==> src/design/ctcgd_pkg.sv <==
// shared types and constants of the ctc greedy decoder
`timescale 1ns / 1ps
package ctcgd_pkg;

  localparam int MaxClasses = 256;
  localparam int MaxSteps   = 64;

  localparam int ScoreW     = 32;
  localparam int SymW       = 8;
  localparam int ClassCntW  = 9;
  localparam int StepCntW   = 7;
  localparam int ClassPosW  = 8;
  localparam int StepPosW   = 6;
  localparam int ZpW        = 8;
  localparam int ScaleW     = 32;
  localparam int DiffW      = ZpW + 1;
  localparam int ValW       = DiffW + ScaleW;

  localparam int CfgIdxW    = 3;
  localparam int CfgDataW   = 32;

  localparam logic [CfgIdxW-1:0] REG_CLASS_COUNT    = 3'd0;
  localparam logic [CfgIdxW-1:0] REG_STEP_COUNT     = 3'd1;
  localparam logic [CfgIdxW-1:0] REG_QUANTIZED_MODE = 3'd2;
  localparam logic [CfgIdxW-1:0] REG_ZERO_POINT     = 3'd3;
  localparam logic [CfgIdxW-1:0] REG_DEQUANT_SCALE  = 3'd4;

  localparam logic [ClassCntW-1:0] CLASS_COUNT_RST = 9'd78;
  localparam logic [StepCntW-1:0]  STEP_COUNT_RST  = 7'd20;
  localparam logic [ScaleW-1:0]    SCALE_RST       = 32'h0001_0000;

  localparam logic [SymW-1:0] BLANK = '0;

  localparam int QDepth = 4;
  localparam int QPtrW  = $clog2(QDepth);
  localparam int QCntW  = $clog2(QDepth + 1);

  typedef struct packed {
    logic signed [ValW-1:0] value;
    logic [SymW-1:0]        cls;
    logic                   first;
    logic                   last_class;
    logic                   last_step;
  } q_entry_t;

endpackage

==> src/design/ctcgd_if.sv <==
// stream and configuration channel interfaces
`timescale 1ns / 1ps

interface ctcgd_score_if;
  import ctcgd_pkg::*;
  logic              valid;
  logic              ready;
  logic [ScoreW-1:0] score;
  modport source (output valid, output score, input ready);
  modport sink (input valid, input score, output ready);
endinterface

interface ctcgd_result_if;
  import ctcgd_pkg::*;
  logic            valid;
  logic            ready;
  logic [SymW-1:0] symbol;
  logic            has_symbol;
  logic            sequence_end;
  modport source (output valid, output symbol, output has_symbol, output sequence_end,
                  input ready);
  modport sink (input valid, input symbol, input has_symbol, input sequence_end,
                output ready);
endinterface

interface ctcgd_cfg_if;
  import ctcgd_pkg::*;
  logic                valid;
  logic                ready;
  logic [CfgIdxW-1:0]  index;
  logic [CfgDataW-1:0] data;
  modport source (output valid, output index, output data, input ready);
  modport sink (input valid, input index, input data, output ready);
endinterface

==> src/design/ctcgd_front.sv <==
// front end: config registers, score dequantization and position tracking
`timescale 1ns / 1ps
module ctcgd_front import ctcgd_pkg::*; (
  input  logic           clk_i,
  input  logic           rst_ni,
  ctcgd_cfg_if.sink      cfg_i,
  ctcgd_score_if.sink    in_i,
  input  logic           q_full_i,
  output logic           push_o,
  output q_entry_t       entry_o
);

  logic [ClassCntW-1:0]    class_count_q;
  logic [StepCntW-1:0]     step_count_q;
  logic                    quant_q;
  logic signed [ZpW-1:0]   zp_q;
  logic signed [ScaleW-1:0] scale_q;

  logic [ClassPosW-1:0] class_pos_q, class_pos_d;
  logic [StepPosW-1:0]  step_pos_q, step_pos_d;

  logic [ClassCntW-1:0]   classes;
  logic [StepCntW-1:0]    steps;
  logic                   last_class;
  logic                   last_step;
  logic signed [DiffW-1:0] diff;
  logic signed [ValW-1:0]  value;

  assign cfg_i.ready = 1'b1;

  always_ff @(posedge clk_i or negedge rst_ni) begin
    if (!rst_ni) begin
      class_count_q <= CLASS_COUNT_RST;
      step_count_q  <= STEP_COUNT_RST;
      quant_q       <= 1'b1;
      zp_q          <= '0;
      scale_q       <= SCALE_RST;
    end else if (cfg_i.valid) begin
      case (cfg_i.index)
        REG_CLASS_COUNT:    class_count_q <= cfg_i.data[ClassCntW-1:0];
        REG_STEP_COUNT:     step_count_q  <= cfg_i.data[StepCntW-1:0];
        REG_QUANTIZED_MODE: quant_q       <= cfg_i.data[0];
        REG_ZERO_POINT:     zp_q          <= cfg_i.data[ZpW-1:0];
        REG_DEQUANT_SCALE:  scale_q       <= cfg_i.data[ScaleW-1:0];
        default: ;
      endcase
    end
  end

  // saturate counts into their legal ranges
  always_comb begin
    if (class_count_q == '0) begin
      classes = ClassCntW'(1);
    end else if (class_count_q > ClassCntW'(MaxClasses)) begin
      classes = ClassCntW'(MaxClasses);
    end else begin
      classes = class_count_q;
    end
    if (step_count_q == '0) begin
      steps = StepCntW'(1);
    end else if (step_count_q > StepCntW'(MaxSteps)) begin
      steps = StepCntW'(MaxSteps);
    end else begin
      steps = step_count_q;
    end
  end

  assign last_class = ({1'b0, class_pos_q} + ClassCntW'(1)) >= classes;
  assign last_step  = ({1'b0, step_pos_q} + StepCntW'(1)) >= steps;

  assign diff  = DiffW'(signed'(in_i.score[ZpW-1:0])) - DiffW'(zp_q);
  assign value = quant_q ? ValW'(diff) * ValW'(scale_q)
                         : ValW'(signed'(in_i.score));

  assign in_i.ready = !q_full_i;
  assign push_o     = in_i.valid && !q_full_i;

  assign entry_o.value      = value;
  assign entry_o.cls        = class_pos_q;
  assign entry_o.first      = (class_pos_q == '0);
  assign entry_o.last_class = last_class;
  assign entry_o.last_step  = last_step;

  always_comb begin
    class_pos_d = class_pos_q;
    step_pos_d  = step_pos_q;
    if (push_o) begin
      if (last_class) begin
        class_pos_d = '0;
        step_pos_d  = last_step ? '0 : step_pos_q + StepPosW'(1);
      end else begin
        class_pos_d = class_pos_q + ClassPosW'(1);
      end
    end
  end

  always_ff @(posedge clk_i or negedge rst_ni) begin
    if (!rst_ni) begin
      class_pos_q <= '0;
      step_pos_q  <= '0;
    end else begin
      class_pos_q <= class_pos_d;
      step_pos_q  <= step_pos_d;
    end
  end

endmodule

==> src/design/ctcgd_queue.sv <==
// short fifo between front and back
`timescale 1ns / 1ps
module ctcgd_queue import ctcgd_pkg::*; (
  input  logic     clk_i,
  input  logic     rst_ni,
  input  logic     push_i,
  input  q_entry_t wdata_i,
  input  logic     pop_i,
  output logic     full_o,
  output logic     valid_o,
  output q_entry_t rdata_o
);

  q_entry_t         mem_q [QDepth];
  logic [QPtrW-1:0] wr_ptr_q, rd_ptr_q;
  logic [QCntW-1:0] count_q, count_d;

  assign full_o  = (count_q == QCntW'(QDepth));
  assign valid_o = (count_q != '0);
  assign rdata_o = mem_q[rd_ptr_q];

  always_ff @(posedge clk_i) begin
    if (push_i) begin
      mem_q[wr_ptr_q] <= wdata_i;
    end
  end

  always_comb begin
    count_d = count_q;
    case ({push_i, pop_i})
      2'b10:   count_d = count_q + QCntW'(1);
      2'b01:   count_d = count_q - QCntW'(1);
      default: count_d = count_q;
    endcase
  end

  always_ff @(posedge clk_i or negedge rst_ni) begin
    if (!rst_ni) begin
      wr_ptr_q <= '0;
      rd_ptr_q <= '0;
      count_q  <= '0;
    end else begin
      if (push_i) begin
        wr_ptr_q <= wr_ptr_q + QPtrW'(1);
      end
      if (pop_i) begin
        rd_ptr_q <= rd_ptr_q + QPtrW'(1);
      end
      count_q <= count_d;
    end
  end

endmodule

==> src/design/ctcgd_back.sv <==
// back end: running maximum, collapse of repeats and blanks, result register
`timescale 1ns / 1ps
module ctcgd_back import ctcgd_pkg::*; (
  input  logic           clk_i,
  input  logic           rst_ni,
  input  logic           q_valid_i,
  input  q_entry_t       q_data_i,
  output logic           pop_o,
  ctcgd_result_if.source out_o
);

  logic signed [ValW-1:0] best_q, best_d;
  logic [SymW-1:0]        best_cls_q, best_cls_d;
  logic [SymW-1:0]        prev_q, prev_d;

  logic            out_valid_q, out_valid_d;
  logic [SymW-1:0] out_sym_q;
  logic            out_has_q, out_end_q;

  logic            take;
  logic [SymW-1:0] winner;
  logic            emit;
  logic            has_result;
  logic            slot_free;

  assign take   = q_data_i.first || (q_data_i.value > best_q);
  assign winner = take ? q_data_i.cls : best_cls_q;
  assign emit   = (winner != BLANK) && (winner != prev_q);

  assign has_result = q_data_i.last_class && (emit || q_data_i.last_step);
  assign slot_free  = !out_valid_q || out_o.ready;
  assign pop_o      = q_valid_i && (!has_result || slot_free);

  always_comb begin
    best_d     = best_q;
    best_cls_d = best_cls_q;
    prev_d     = prev_q;
    if (pop_o) begin
      if (take) begin
        best_d     = q_data_i.value;
        best_cls_d = q_data_i.cls;
      end
      if (q_data_i.last_class) begin
        prev_d = q_data_i.last_step ? BLANK : winner;
      end
    end
  end

  assign out_valid_d = (pop_o && has_result) || (out_valid_q && !out_o.ready);

  always_ff @(posedge clk_i or negedge rst_ni) begin
    if (!rst_ni) begin
      best_q      <= '0;
      best_cls_q  <= '0;
      prev_q      <= BLANK;
      out_valid_q <= 1'b0;
    end else begin
      best_q      <= best_d;
      best_cls_q  <= best_cls_d;
      prev_q      <= prev_d;
      out_valid_q <= out_valid_d;
    end
  end

  always_ff @(posedge clk_i) begin
    if (pop_o && has_result) begin
      out_sym_q <= emit ? winner : BLANK;
      out_has_q <= emit;
      out_end_q <= q_data_i.last_step;
    end
  end

  assign out_o.valid        = out_valid_q;
  assign out_o.symbol       = out_sym_q;
  assign out_o.has_symbol   = out_has_q;
  assign out_o.sequence_end = out_end_q;

endmodule

==> src/design/ctc_greedy_decoder.sv <==
// top level of the ctc greedy (best-path) decoder
`timescale 1ns / 1ps
// Greedy CTC decoder. Class scores arrive one per request, timestep-major:
// class_count scores form a timestep and step_count timesteps a sequence.
// Each score is dequantized in the front end (int8 minus zero point, times
// a signed Q16.16 scale, exact 41-bit product; or the raw Q16.16 value in
// direct mode), tagged with its class index and its end-of-timestep and
// end-of-sequence flags, and written into a four-entry queue. The back end
// drains the queue, keeps the running maximum per timestep (ties keep the
// earliest class, class zero always loads) and at the end of a timestep
// emits the winning class unless it is blank or repeats the previous winner.
// The last timestep of a sequence always produces a result, with
// sequence_end set, and clears the previous winner. A timestep without an
// emitted symbol that is not the last one produces no result at all.
// Throughput is one score per clock cycle while the queue has room, set by
// the single 9x32 multiplier in the front end and the single compare in the
// back end; a closing score passes through the queue, and the back end
// loads its result into the output register when it pops that score.
// The queue and the output register let a stall on the result side hold the
// back end while the front end keeps taking scores until the queue fills.
// Configuration writes are accepted every cycle and must only be issued
// while no score is in flight.
module ctc_greedy_decoder import ctcgd_pkg::*; (
  input  logic           clk_i,
  input  logic           rst_ni,
  ctcgd_cfg_if.sink      cfg_i,
  ctcgd_score_if.sink    in_i,
  ctcgd_result_if.source out_o
);

  // front to queue
  logic     push;
  q_entry_t push_entry;
  logic     q_full;

  // queue to back
  logic     q_valid;
  q_entry_t q_head;
  logic     pop;

  ctcgd_front u_front (
    .clk_i    (clk_i),
    .rst_ni   (rst_ni),
    .cfg_i    (cfg_i),
    .in_i     (in_i),
    .q_full_i (q_full),
    .push_o   (push),
    .entry_o  (push_entry)
  );

  ctcgd_queue u_queue (
    .clk_i   (clk_i),
    .rst_ni  (rst_ni),
    .push_i  (push),
    .wdata_i (push_entry),
    .pop_i   (pop),
    .full_o  (q_full),
    .valid_o (q_valid),
    .rdata_o (q_head)
  );

  ctcgd_back u_back (
    .clk_i     (clk_i),
    .rst_ni    (rst_ni),
    .q_valid_i (q_valid),
    .q_data_i  (q_head),
    .pop_o     (pop),
    .out_o     (out_o)
  );

endmodule

==> src/flat_wrapper.sv <==
// flat-port wrapper written by rule: the top's interface ports become plain ports
module ctc_greedy_decoder_flat import ctcgd_pkg::*;
  (clk_i, rst_ni, cfg_i_valid, cfg_i_index, cfg_i_data, cfg_i_ready, in_i_valid, in_i_score, in_i_ready, out_o_valid, out_o_symbol, out_o_has_symbol, out_o_sequence_end, out_o_ready);
  ctcgd_cfg_if cfg_i_i ();
  ctcgd_score_if in_i_i ();
  ctcgd_result_if out_o_i ();
  input  logic clk_i;
  input  logic rst_ni;
  input wire logic [$bits(cfg_i_i.valid)-1:0] cfg_i_valid;
  input wire logic [$bits(cfg_i_i.index)-1:0] cfg_i_index;
  input wire logic [$bits(cfg_i_i.data)-1:0] cfg_i_data;
  output wire logic [$bits(cfg_i_i.ready)-1:0] cfg_i_ready;
  input wire logic [$bits(in_i_i.valid)-1:0] in_i_valid;
  input wire logic [$bits(in_i_i.score)-1:0] in_i_score;
  output wire logic [$bits(in_i_i.ready)-1:0] in_i_ready;
  output wire logic [$bits(out_o_i.valid)-1:0] out_o_valid;
  output wire logic [$bits(out_o_i.symbol)-1:0] out_o_symbol;
  output wire logic [$bits(out_o_i.has_symbol)-1:0] out_o_has_symbol;
  output wire logic [$bits(out_o_i.sequence_end)-1:0] out_o_sequence_end;
  input wire logic [$bits(out_o_i.ready)-1:0] out_o_ready;
  assign cfg_i_i.valid = cfg_i_valid;
  assign cfg_i_i.index = cfg_i_index;
  assign cfg_i_i.data = cfg_i_data;
  assign cfg_i_ready = cfg_i_i.ready;
  assign in_i_i.valid = in_i_valid;
  assign in_i_i.score = in_i_score;
  assign in_i_ready = in_i_i.ready;
  assign out_o_valid = out_o_i.valid;
  assign out_o_symbol = out_o_i.symbol;
  assign out_o_has_symbol = out_o_i.has_symbol;
  assign out_o_sequence_end = out_o_i.sequence_end;
  assign out_o_i.ready = out_o_ready;
  ctc_greedy_decoder u_core (.clk_i(clk_i), .rst_ni(rst_ni), .cfg_i(cfg_i_i), .in_i(in_i_i), .out_o(out_o_i));
endmodule
==> config.mk <==
export PLATFORM = sky130hd
export DESIGN_NAME = ctc_greedy_decoder_flat
export DESIGN_NICKNAME = d
export VERILOG_FILES = /design/src/design/ctcgd_pkg.sv /design/src/design/ctcgd_if.sv /design/src/design/ctcgd_front.sv /design/src/design/ctcgd_queue.sv /design/src/design/ctcgd_back.sv /design/src/design/ctc_greedy_decoder.sv /design/src/flat_wrapper.sv
export SDC_FILE = /design/constraint.sdc
export NUM_CORES = 1
export LEC_CHECK = 0
export BUFFER_PORTS_ARGS = -buffer_cell sky130_fd_sc_hd__buf_2
export CAP_MARGIN = 5
export CORE_MARGIN = 3
export CORE_UTILIZATION = 40
export CTS_BUF_LIST = sky130_fd_sc_hd__clkbuf_16
export CTS_CLUSTER_DIAMETER = 60
export DETAILED_ROUTE_END_ITERATION = 7
export GPL_ROUTABILITY_DRIVEN = 1
export MAX_ROUTING_LAYER = met4
export SLEW_MARGIN = 20
export SYNTH_ARGS = -nofsm -noshare
export SYNTH_HDL_FRONTEND = slang
export SYNTH_SLANG_ARGS = --single-unit
==> constraint.sdc <==
create_clock -name clk_i -period 14.7 [get_ports clk_i]
set_input_delay 0.735 -clock clk_i [delete_from_list [all_inputs] [get_ports clk_i]]
set_output_delay 0.735 -clock clk_i [all_outputs]
set_load 0.03 [all_outputs]
==> results.tsv, run 1 <==
metric	value	unit
worst-skew pair later-pin latency	0.58	ns
# Max-Cap Violations	0	
DP HPWL	40.2	mm
IO Pins	85	
top_reg_cell synth	edfxtp_1	
Root Buffer	clkbuf_16	
die area	66000	sq um
FMAX	0.111	GHz
Fin. Hold Viols	0	
worst reg-to-reg path cell count	30	
clk sink count	354	
DR vias	15300	
register area share after synthesis	0.396	
H-Tree Depth	2	
leading area contributor after synthesis	edfxtp_1	
drt via density	5.14	
Final setup violation count	0	
gpl congestion	0.850	
Post-Syn Nets	2479	
Reg-to-Reg Start	u_core.u_front.zp_q[2]	
share of the synthesized area in the top cell type	0.260	
fin cells	2973	
WP buf/inv	5	
WHS	0.204	ns
Slew Viols, Final	0	
share of cells above drive strength 1	0.180	
Starting Density	0.406	
RSZ-0062 raised after global routing	no	
crit-path leading delay family	compound AO/OA/AOI/OAI gates	
CP startpoint	u_core.u_front.zp_q[2]	
Slowest cell on crit path	o41ai_1	
Min Clock Period, post-route	9.05	ns
remaining global-route overflow	0	
# hold bufs at CTS	0	
final net count	2562	
Syn Std Cell Area	25200	sq um
Setup crit start kind	register	
cell count after synthesis	2017	
terminus of the critical flop-to-flop path	u_core.u_queue.mem_q[0][50]	
worst min path class	in -> async	
Reg clk slew, reported paths	0.06	ns
DR pass1 iterations	5	
outcome	finished clean	
Initial DRC Count	790	
Area after DPL	26600	sq um
TritonCTS Buffers	44	
chip width	257	microns
#FFs+latches synth	354	
max_slew headroom	0.279	
Worst Tran Pin Value	1.07	ns
Post-CTS Resized	0	
area added between synthesis and finish	11.1	%
Post-Route WL	55.0	mm
GRT Resource Usage Total	0.177	
Post-route DRC	0	
Async SR Flop Fraction	0.384	
post-route ant nets	0	
largest net degree at the start of global routing	79	
Distinct cells, synth	65	
Vert. Die Dim	257	microns
Worst Path Arrival	9.31	ns
count leader, synth	fa_1	
critical path depth	30	
Final period util	0.615	
WP data required	14.96	ns
postcts setup bufs	0	
CTS tree	done	
final setup TNS	0	ns
crit path to	u_core.u_queue.mem_q[0][50]	
Setup crit end kind	register	
reg-to-reg slack, setup	5.65	ns
fin area	28000	sq um
CP max stage delay	0.65	ns
Max clock buf depth	3	
Inst Count DP	2891	
Core Area	61900	sq um
Crit Path Class	reg -> reg	
most frequent cells after synthesis	fa_1, edfxtp_1, inv_1	
Rows	91	
EDFF count, synth	218	
input/output buffers	83	
initial antenna violation count	1	
leading post-synthesis cells by cell area	edfxtp_1, fa_1, dfrtp_1	
skew final	0.0168	ns
vias in the first global route	16500	
wire per inst	18.5	microns
CP Max Fanout	33	
most frequent CP cell	fa_1	
Ys Warns	0	
first-pass GRT wire length	90.4	mm
Syn Area/Cell	12.5	sq um
==> sequential cells by signal, summed over array words and instances (netlist names), 2 cells and up <==
| signal | flops |
|---|---|
| u_core.u_queue.wr_ptr_q | 2 |
| u_core.u_queue.rd_ptr_q | 2 |
| u_core.u_back.out_o.symbol | 8 |
| u_core.u_queue.mem_q | 208 |
| u_core.u_back.best_cls_q | 8 |
| u_core.u_front.step_count_q | 7 |
| u_core.u_front.step_pos_q | 6 |
| u_core.u_front.scale_q | 32 |
| u_core.u_back.best_q | 41 |
| u_core.u_front.zp_q | 8 |
| u_core.u_front.class_pos_q | 8 |
| u_core.u_back.prev_q | 8 |
| u_core.u_queue.count_q | 3 |
| u_core.u_front.class_count_q | 9 |
==> routing by layer <==
metal  track usage  routed length, microns  vias up
met2         0.292                   26900      275
met5             -                       0        -
li1              -                       -     7089
met3        0.0277                    2320       74
met1         0.232                   24700     7855
met4        0.0422                    1140        0
==> final cells by class <==
| class | count | area, sq um |
|---|---|---|
| inverter | 218 | 818 |
| fill | 5648 | 34000 |
| clock buffer | 45 | 1130 |
| antenna | 1 | 2.50 |
| timing repair buffer | 99 | 542 |
| sequential | 354 | 9960 |
| multi-input combinational | 1383 | 14200 |
| clock inverter | 36 | 275 |
| tap | 837 | 1050 |
==> worst min-delay path by stage <==
stage	from	to	depth (start not counted)
6_report	rst_ni	u_core.u_queue.count_q[0]	1
5_1_grt	rst_ni	u_core.u_queue.count_q[1]	1
4_1_cts	rst_ni	u_core.u_queue.count_q[0]	1
3_5_place_dp	u_core.u_back.best_q[32]	u_core.u_back.best_q[32]	1
3_3_place_gp	u_core.u_back.best_q[12]	u_core.u_back.best_q[12]	1
2_1_floorplan	rst_ni	u_core.u_back.best_cls_q[0]	0
==> logic make-up after synthesis <==
| logic type | share of synthesized area |
|---|---|
| buffers and inverters | 0.0430 |
| adders and majority gates | 0.263 |
| DFF | 0.396 |
| xor gates and xnor gates | 0.0237 |
| AOI/OAI and AO/OA | 0.0524 |
| and+or+nand+nor | 0.109 |
| muxes | 0.112 |
| other | 0.000149 |
==> through the flow <==
stage / utilization / setup WS [ns]
finish: 0.452 / 5.65
global route: 0.452 / 5.02
CTS: 0.452 / 5.64
detailed placement: 0.429 / 5.10
global placement: 0.429 / 5.34
floorplan: - / 6.72
==> layout by cell type, fill, tap and decap left out, drive strengths merged, types with 17 or more instances in the layout <==
master / instances
buf: 99
nor2b: 17
a21oi: 59
clkbuf: 45
xor2: 18
nand2b: 74
mux2: 135
inv: 232
a21o: 31
o21ai: 50
mux4: 50
xnor2: 50
dfrtp: 128
nor2: 87
nand2: 99
and2: 157
nand3: 19
edfxtp: 218
ha: 157
fa: 233
Power of run 1 is not shown: default switching activity piles up to over one toggle a cycle in this logic, so the estimate is an artifact.
==> run 2, diff against run 1 <==
==> constraint.sdc (replaced) <==
create_clock -name clk_i -period 8.8 [get_ports clk_i]
set_input_delay 0.44 -clock clk_i [delete_from_list [all_inputs] [get_ports clk_i]]
set_output_delay 0.44 -clock clk_i [all_outputs]
set_load 0.03 [all_outputs]
==> run 2 against run 1 <==
  * Global-route usage about the same
  * Sequential share of layout area about the same
  * First-iteration DRC count up 4.3%
  * Final area grew 0.13%
  * Non-clock buffer count is 7 higher
  * Worst hold slack got worse by 0.11 ns
  * Worst setup slack worse by 5.1 ns
  * Critical path depth grew 1
==> results.tsv, run 2 (synthesized netlist as in run 1, its figures left out) <==
metric	value	unit	change
gpl congestion	0.868		was 0.850
CP max stage delay	0.56	ns	was 0.65 ns
clk sink count	354		unchanged
Setup crit start kind	register		unchanged
Worst Tran Pin Value	1.07	ns	about the same
Reg clk slew, reported paths	0.06	ns	about the same
Reg-to-Reg Start	u_core.u_front.zp_q[2]		unchanged
post-route ant nets	0		unchanged
postcts setup bufs	0		unchanged
outcome	finished clean		unchanged
Post-Route WL	55.0	mm	about the same
max FFs per register	208		unchanged
final net count	2567		was 2562
Slew Viols, Final	0		unchanged
max_slew headroom	0.285		was 0.279
Post-route DRC	0		unchanged
fin area	28000	sq um	about the same
top flop regs	u_core.u_queue.mem_q (208), u_core.u_back.best_q (41), u_core.u_front.scale_q (32)		unchanged
pre-CTS setup slack	0.140	ns	was 5.10 ns
RSZ-0062 raised after global routing	no		unchanged
Slowest cell on crit path	fa_1		was o41ai_1
Initial DRC Count	824		was 790
worst-skew pair later-pin latency	0.58	ns	about the same
Starting Density	0.406		unchanged
Setup crit end kind	register		unchanged
most frequent CP cell	fa_1		unchanged
launch point of the worst hold path	cfg_i_data[11]		
final setup TNS	0	ns	unchanged
crit-path leading delay family	adder cells		was compound AO/OA/AOI/OAI gates
Root Buffer	clkbuf_16		unchanged
drt via density	5.16		was 5.14
IO Pins	85		unchanged
largest net degree at the start of global routing	75		was 79
Crit Path Class	reg -> reg		unchanged
# Max-Cap Violations	0		unchanged
reg-to-reg slack, setup	0.54	ns	was 5.65 ns
worst reg-to-reg path cell count	31		was 30
FMAX	0.121	GHz	was 0.111 GHz
DP HPWL	41.0	mm	was 40.2 mm
crit path to	u_core.u_queue.mem_q[2][48]		was u_core.u_queue.mem_q[0][50]
Final period util	0.939		was 0.615
Vert. Die Dim	257	microns	unchanged
Final Core Density	0.452		about the same
remaining global-route overflow	0		unchanged
Min Clock Period, post-route	8.26	ns	was 9.05 ns
Worst Path Arrival	8.58	ns	was 9.31 ns
critical path depth	31		was 30
CP Max Fanout	5		was 33
Final setup violation count	0		unchanged
WP data required	9.12	ns	was 14.96 ns
chip width	257	microns	unchanged
worst min path class	in -> reg		was in -> async
input/output buffers	83		unchanged
Area after DPL	26600	sq um	about the same
most common cell after layout, fill and taps aside	fa_1		unchanged
DR vias	15300		about the same
CTS tree	done		unchanged
most frequent cells in the layout	fa_1, inv_1, edfxtp_1		unchanged
vias in the first global route	16600		was 16500
TritonCTS Buffers	42		was 44
area added between synthesis and finish	11.3	%	was 11.1%
terminus of the critical flop-to-flop path	u_core.u_queue.mem_q[2][48]		was u_core.u_queue.mem_q[0][50]
H-Tree Depth	2		unchanged
first-pass GRT wire length	90.4	mm	about the same
wire per inst	18.5	microns	about the same
skew final	0.0217	ns	was 0.0168 ns
share of cells above drive strength 1	0.181		was 0.180
Rows	91		unchanged
Final WS setup	0.541	ns	was 5.65 ns
Max clock buf depth	3		unchanged
Fin. Hold Viols	0		unchanged
GRT Resource Usage Total	0.177		about the same
DR pass1 iterations	5		unchanged
Core Area	61900	sq um	unchanged
Biggest register	u_core.u_queue.mem_q		unchanged
CP startpoint	u_core.u_front.zp_q[2]		unchanged
initial antenna violation count	1		unchanged
WP buf/inv	6		was 5
die area	66000	sq um	unchanged
-- run 2: metrics by stage --
stage / std cells / hold WS, ns
floorplan: 2017 / 0.144
global placement: 2897 / 0.487
detailed placement: 2897 / 0.494
CTS: 2976 / 0.0526
global route: 2977 / 0.0737
finish: 2977 / 0.0905
-- run 2: metal layers --
metal  global-route usage  vias up  part of all wire
li1                     -     7075                 -
met1                0.229     7938              0.44
met2                0.298      269              0.50
met3               0.0244       65             0.039
met4               0.0420        0             0.018
met5                    -        -                 0
-- run 2: worst min path at each step --
| stage | endpoint | slack, ns | depth (start not counted) |
|---|---|---|---|
| after floorplan | u_core.u_back.best_cls_q[0] | 0.14 | 0 |
| after global placement | u_core.u_back.best_q[39] | 0.49 | 1 |
| after detailed placement | u_core.u_back.best_q[34] | 0.49 | 1 |
| after CTS | u_core.u_front.scale_q[10] | 0.05 | 2 |
| after global routing | u_core.u_front.scale_q[13] | 0.07 | 2 |
| final | u_core.u_front.scale_q[11] | 0.09 | 2 |
-- run 2: area by class of cell --
class,count,area [sq um]
fill,5652,33900
antenna,1,2.50
inverter,218,818
timing repair buffer,106,597
sequential,354,9960
multi-input combinational,1383,14200
clock inverter,36,329
tap,837,1050
clock buffer,42,1050
-- run 2: repair_timing --
action | CTS | global route
endpoints found under the setup margin | 0 | 16
hold endpoints to repair | 73 | 0
gates resized for setup | 0 | 2
hold buffers | 1 | 0
Power of run 2 is left out for the same reason.
==> run 3, diff against run 2 <==
--- a/config.mk
+++ b/config.mk
@@ -9,7 +9,7 @@
 export CAP_MARGIN = 5
 export CORE_MARGIN = 3
 export CORE_UTILIZATION = 40
-export CTS_BUF_LIST = sky130_fd_sc_hd__clkbuf_16
+export CTS_BUF_LIST = sky130_fd_sc_hd__clkbuf_4 sky130_fd_sc_hd__clkbuf_8
 export CTS_CLUSTER_DIAMETER = 60
 export DETAILED_ROUTE_END_ITERATION = 7
 export GPL_ROUTABILITY_DRIVEN = 1
==> run 3 against run 2 <==
  * Core utilization up 0.46 points
  * Sequential cell count unchanged
  * Clock skew up 0.018 ns
  * Critical path depth unchanged
  * Global-route usage up 0.088 points
  * Fmax up 1.2%
  * Final area up 1.0%
  * Register-to-register slack better by 0.10 ns
  * Via count up 1.2%
  * Routed wire length up 0.23%
  * Critical endpoint is now u_core.u_queue.mem_q[3][48]
==> results.tsv, run 3 (synthesized netlist as in run 1, its figures left out) <==
metric	value	unit	change
chip width	257	microns	unchanged
worst-skew pair later-pin latency	0.68	ns	was 0.58 ns
die area	66000	sq um	unchanged
max_slew headroom	0.285		about the same
Worst Tran Pin Value	1.07	ns	about the same
top flop regs	u_core.u_queue.mem_q (208), u_core.u_back.best_q (41), u_core.u_front.scale_q (32)		unchanged
largest net degree at the start of global routing	75		unchanged
Filler cells	5671		was 5652
share of cells above drive strength 1	0.196		was 0.181
Initial DRC Count	757		was 824
Slew Viols, Final	0		unchanged
Core Area	61900	sq um	unchanged
DR pass1 iterations	5		unchanged
# Max-Cap Violations	0		unchanged
wire per inst	18.2	microns	was 18.5 microns
area added between synthesis and finish	12.4	%	was 11.3%
initial antenna violation count	2		was 1
Setup crit start kind	register		unchanged
final setup TNS	0	ns	unchanged
Worst Path Arrival	8.57	ns	was 8.58 ns
drt via density	5.11		was 5.16
most common cell after layout, fill and taps aside	fa_1		unchanged
H-Tree Depth	2		unchanged
remaining global-route overflow	0		unchanged
Crit Path Class	reg -> reg		unchanged
Rows	91		unchanged
TritonCTS Buffers	61		was 42
CTS tree	done		unchanged
most frequent cells in the layout	fa_1, edfxtp_1, inv_1		was fa_1, inv_1, edfxtp_1
gpl congestion	0.868		unchanged
Slowest cell on crit path	fa_1		unchanged
max FFs per register	208		unchanged
GRT Resource Usage Total	0.178		was 0.177
Root Buffer	clkbuf_8		was clkbuf_16
FMAX	0.123	GHz	was 0.121 GHz
Final setup violation count	0		unchanged
Min Clock Period, post-route	8.16	ns	was 8.26 ns
Post-route DRC	0		unchanged
Setup crit end kind	register		unchanged
CP max stage delay	0.56	ns	about the same
RSZ-0062 raised after global routing	no		unchanged
skew final	0.0399	ns	was 0.0217 ns
most frequent CP cell	fa_1		unchanged
input/output buffers	83		unchanged
outcome	finished clean		unchanged
clk sink count	354		unchanged
final net count	2610		was 2567
Biggest register	u_core.u_queue.mem_q		unchanged
IO Pins	85		unchanged
Final period util	0.927		was 0.939
CP Max Fanout	5		unchanged
Starting Density	0.406		unchanged
DR vias	15500		was 15300
Reg clk slew, reported paths	0.06	ns	about the same
DP HPWL	41.0	mm	unchanged
Vert. Die Dim	257	microns	unchanged
worst min path class	in -> reg		unchanged
postcts setup bufs	0		unchanged
WP data required	9.22	ns	was 9.12 ns
post-route ant nets	0		unchanged
vias in the first global route	16800		was 16600
Post-Route WL	55.1	mm	was 55.0 mm
Max clock buf depth	3		unchanged
first-pass GRT wire length	90.9	mm	was 90.4 mm
Fin. Hold Viols	0		unchanged
-- run 3: per-layer routing --
metal  up-vias  GRT usage  wire [microns]
li1       7173          -               -
met1      7976      0.228           24100
met2       309      0.300           27600
met3        74     0.0253            2390
met4         0     0.0455             999
met5         -          -               0
-- run 3: cell type report --
type / instances / area (sq um) / share of cell area
Tap cell: 837 / 1050 / 0.0370
Antenna cell: 2 / 5.00 / 0.000177
Multi-Input combinational cell: 1383 / 14200 / 0.502
Sequential cell: 354 / 9960 / 0.352
Clock inverter: 19 / 262 / 0.00924
Inverter: 218 / 818 / 0.0289
Clock buffer: 94 / 1160 / 0.0409
Timing Repair Buffer: 130 / 837 / 0.0296
-- run 3: worst max-delay path, delay by kind of cell (launching register included) --
family,cells,cell delay [ns]
AOI/OAI and AO/OA,12,2.63
xor gates and xnor gates,1,0.12
adders and majority gates,7,3.32
buffers and inverters,6,0.55
DFF,1,0.34
and+or+nand+nor,5,0.92
-- run 3: path summary, 6_finish.rpt --
check / start / end / slack, ns / cells past startpoint
min reg2reg: u_core.u_back.best_q[5] / u_core.u_back.best_q[5] / 0.50 / 1
max reg2reg: u_core.u_front.zp_q[2] / u_core.u_queue.mem_q[3][48] / 0.64 / 31
max in group asynchronous: rst_ni / u_core.u_front.scale_q[15] / 7.05 / 3
min: cfg_i_data[1] / u_core.u_front.step_count_q[1] / 0.07 / 2
min in group asynchronous: rst_ni / u_core.u_queue.count_q[2] / 0.38 / 2
max: u_core.u_front.zp_q[2] / u_core.u_queue.mem_q[3][48] / 0.64 / 31
-- run 3: timing repair --
action,in CTS,in global routing
setup endpoints to repair,0,16
resized for setup,0,3
hold endpoints to repair,97,0
hold buffers,25,0
-- run 3: stage by stage --
| step | instance area [sq um] | std cells | setup slack, ns | utilization | hold slack, ns |
|---|---|---|---|---|---|
| after floorplan | 25200 | 2017 | 1.11 | - | 0.144 |
| after CTS | 28300 | 3035 | 0.349 | 0.457 | 0.0150 |
| after global placement | 26600 | 2897 | 0.315 | 0.430 | 0.487 |
| final | 28300 | 3037 | 0.643 | 0.457 | 0.0710 |
| after detailed placement | 26600 | 2897 | 0.140 | 0.430 | 0.494 |
| after global routing | 28300 | 3037 | 0.0812 | 0.457 | 0.0354 |
Power of run 3 is left out for the same reason.
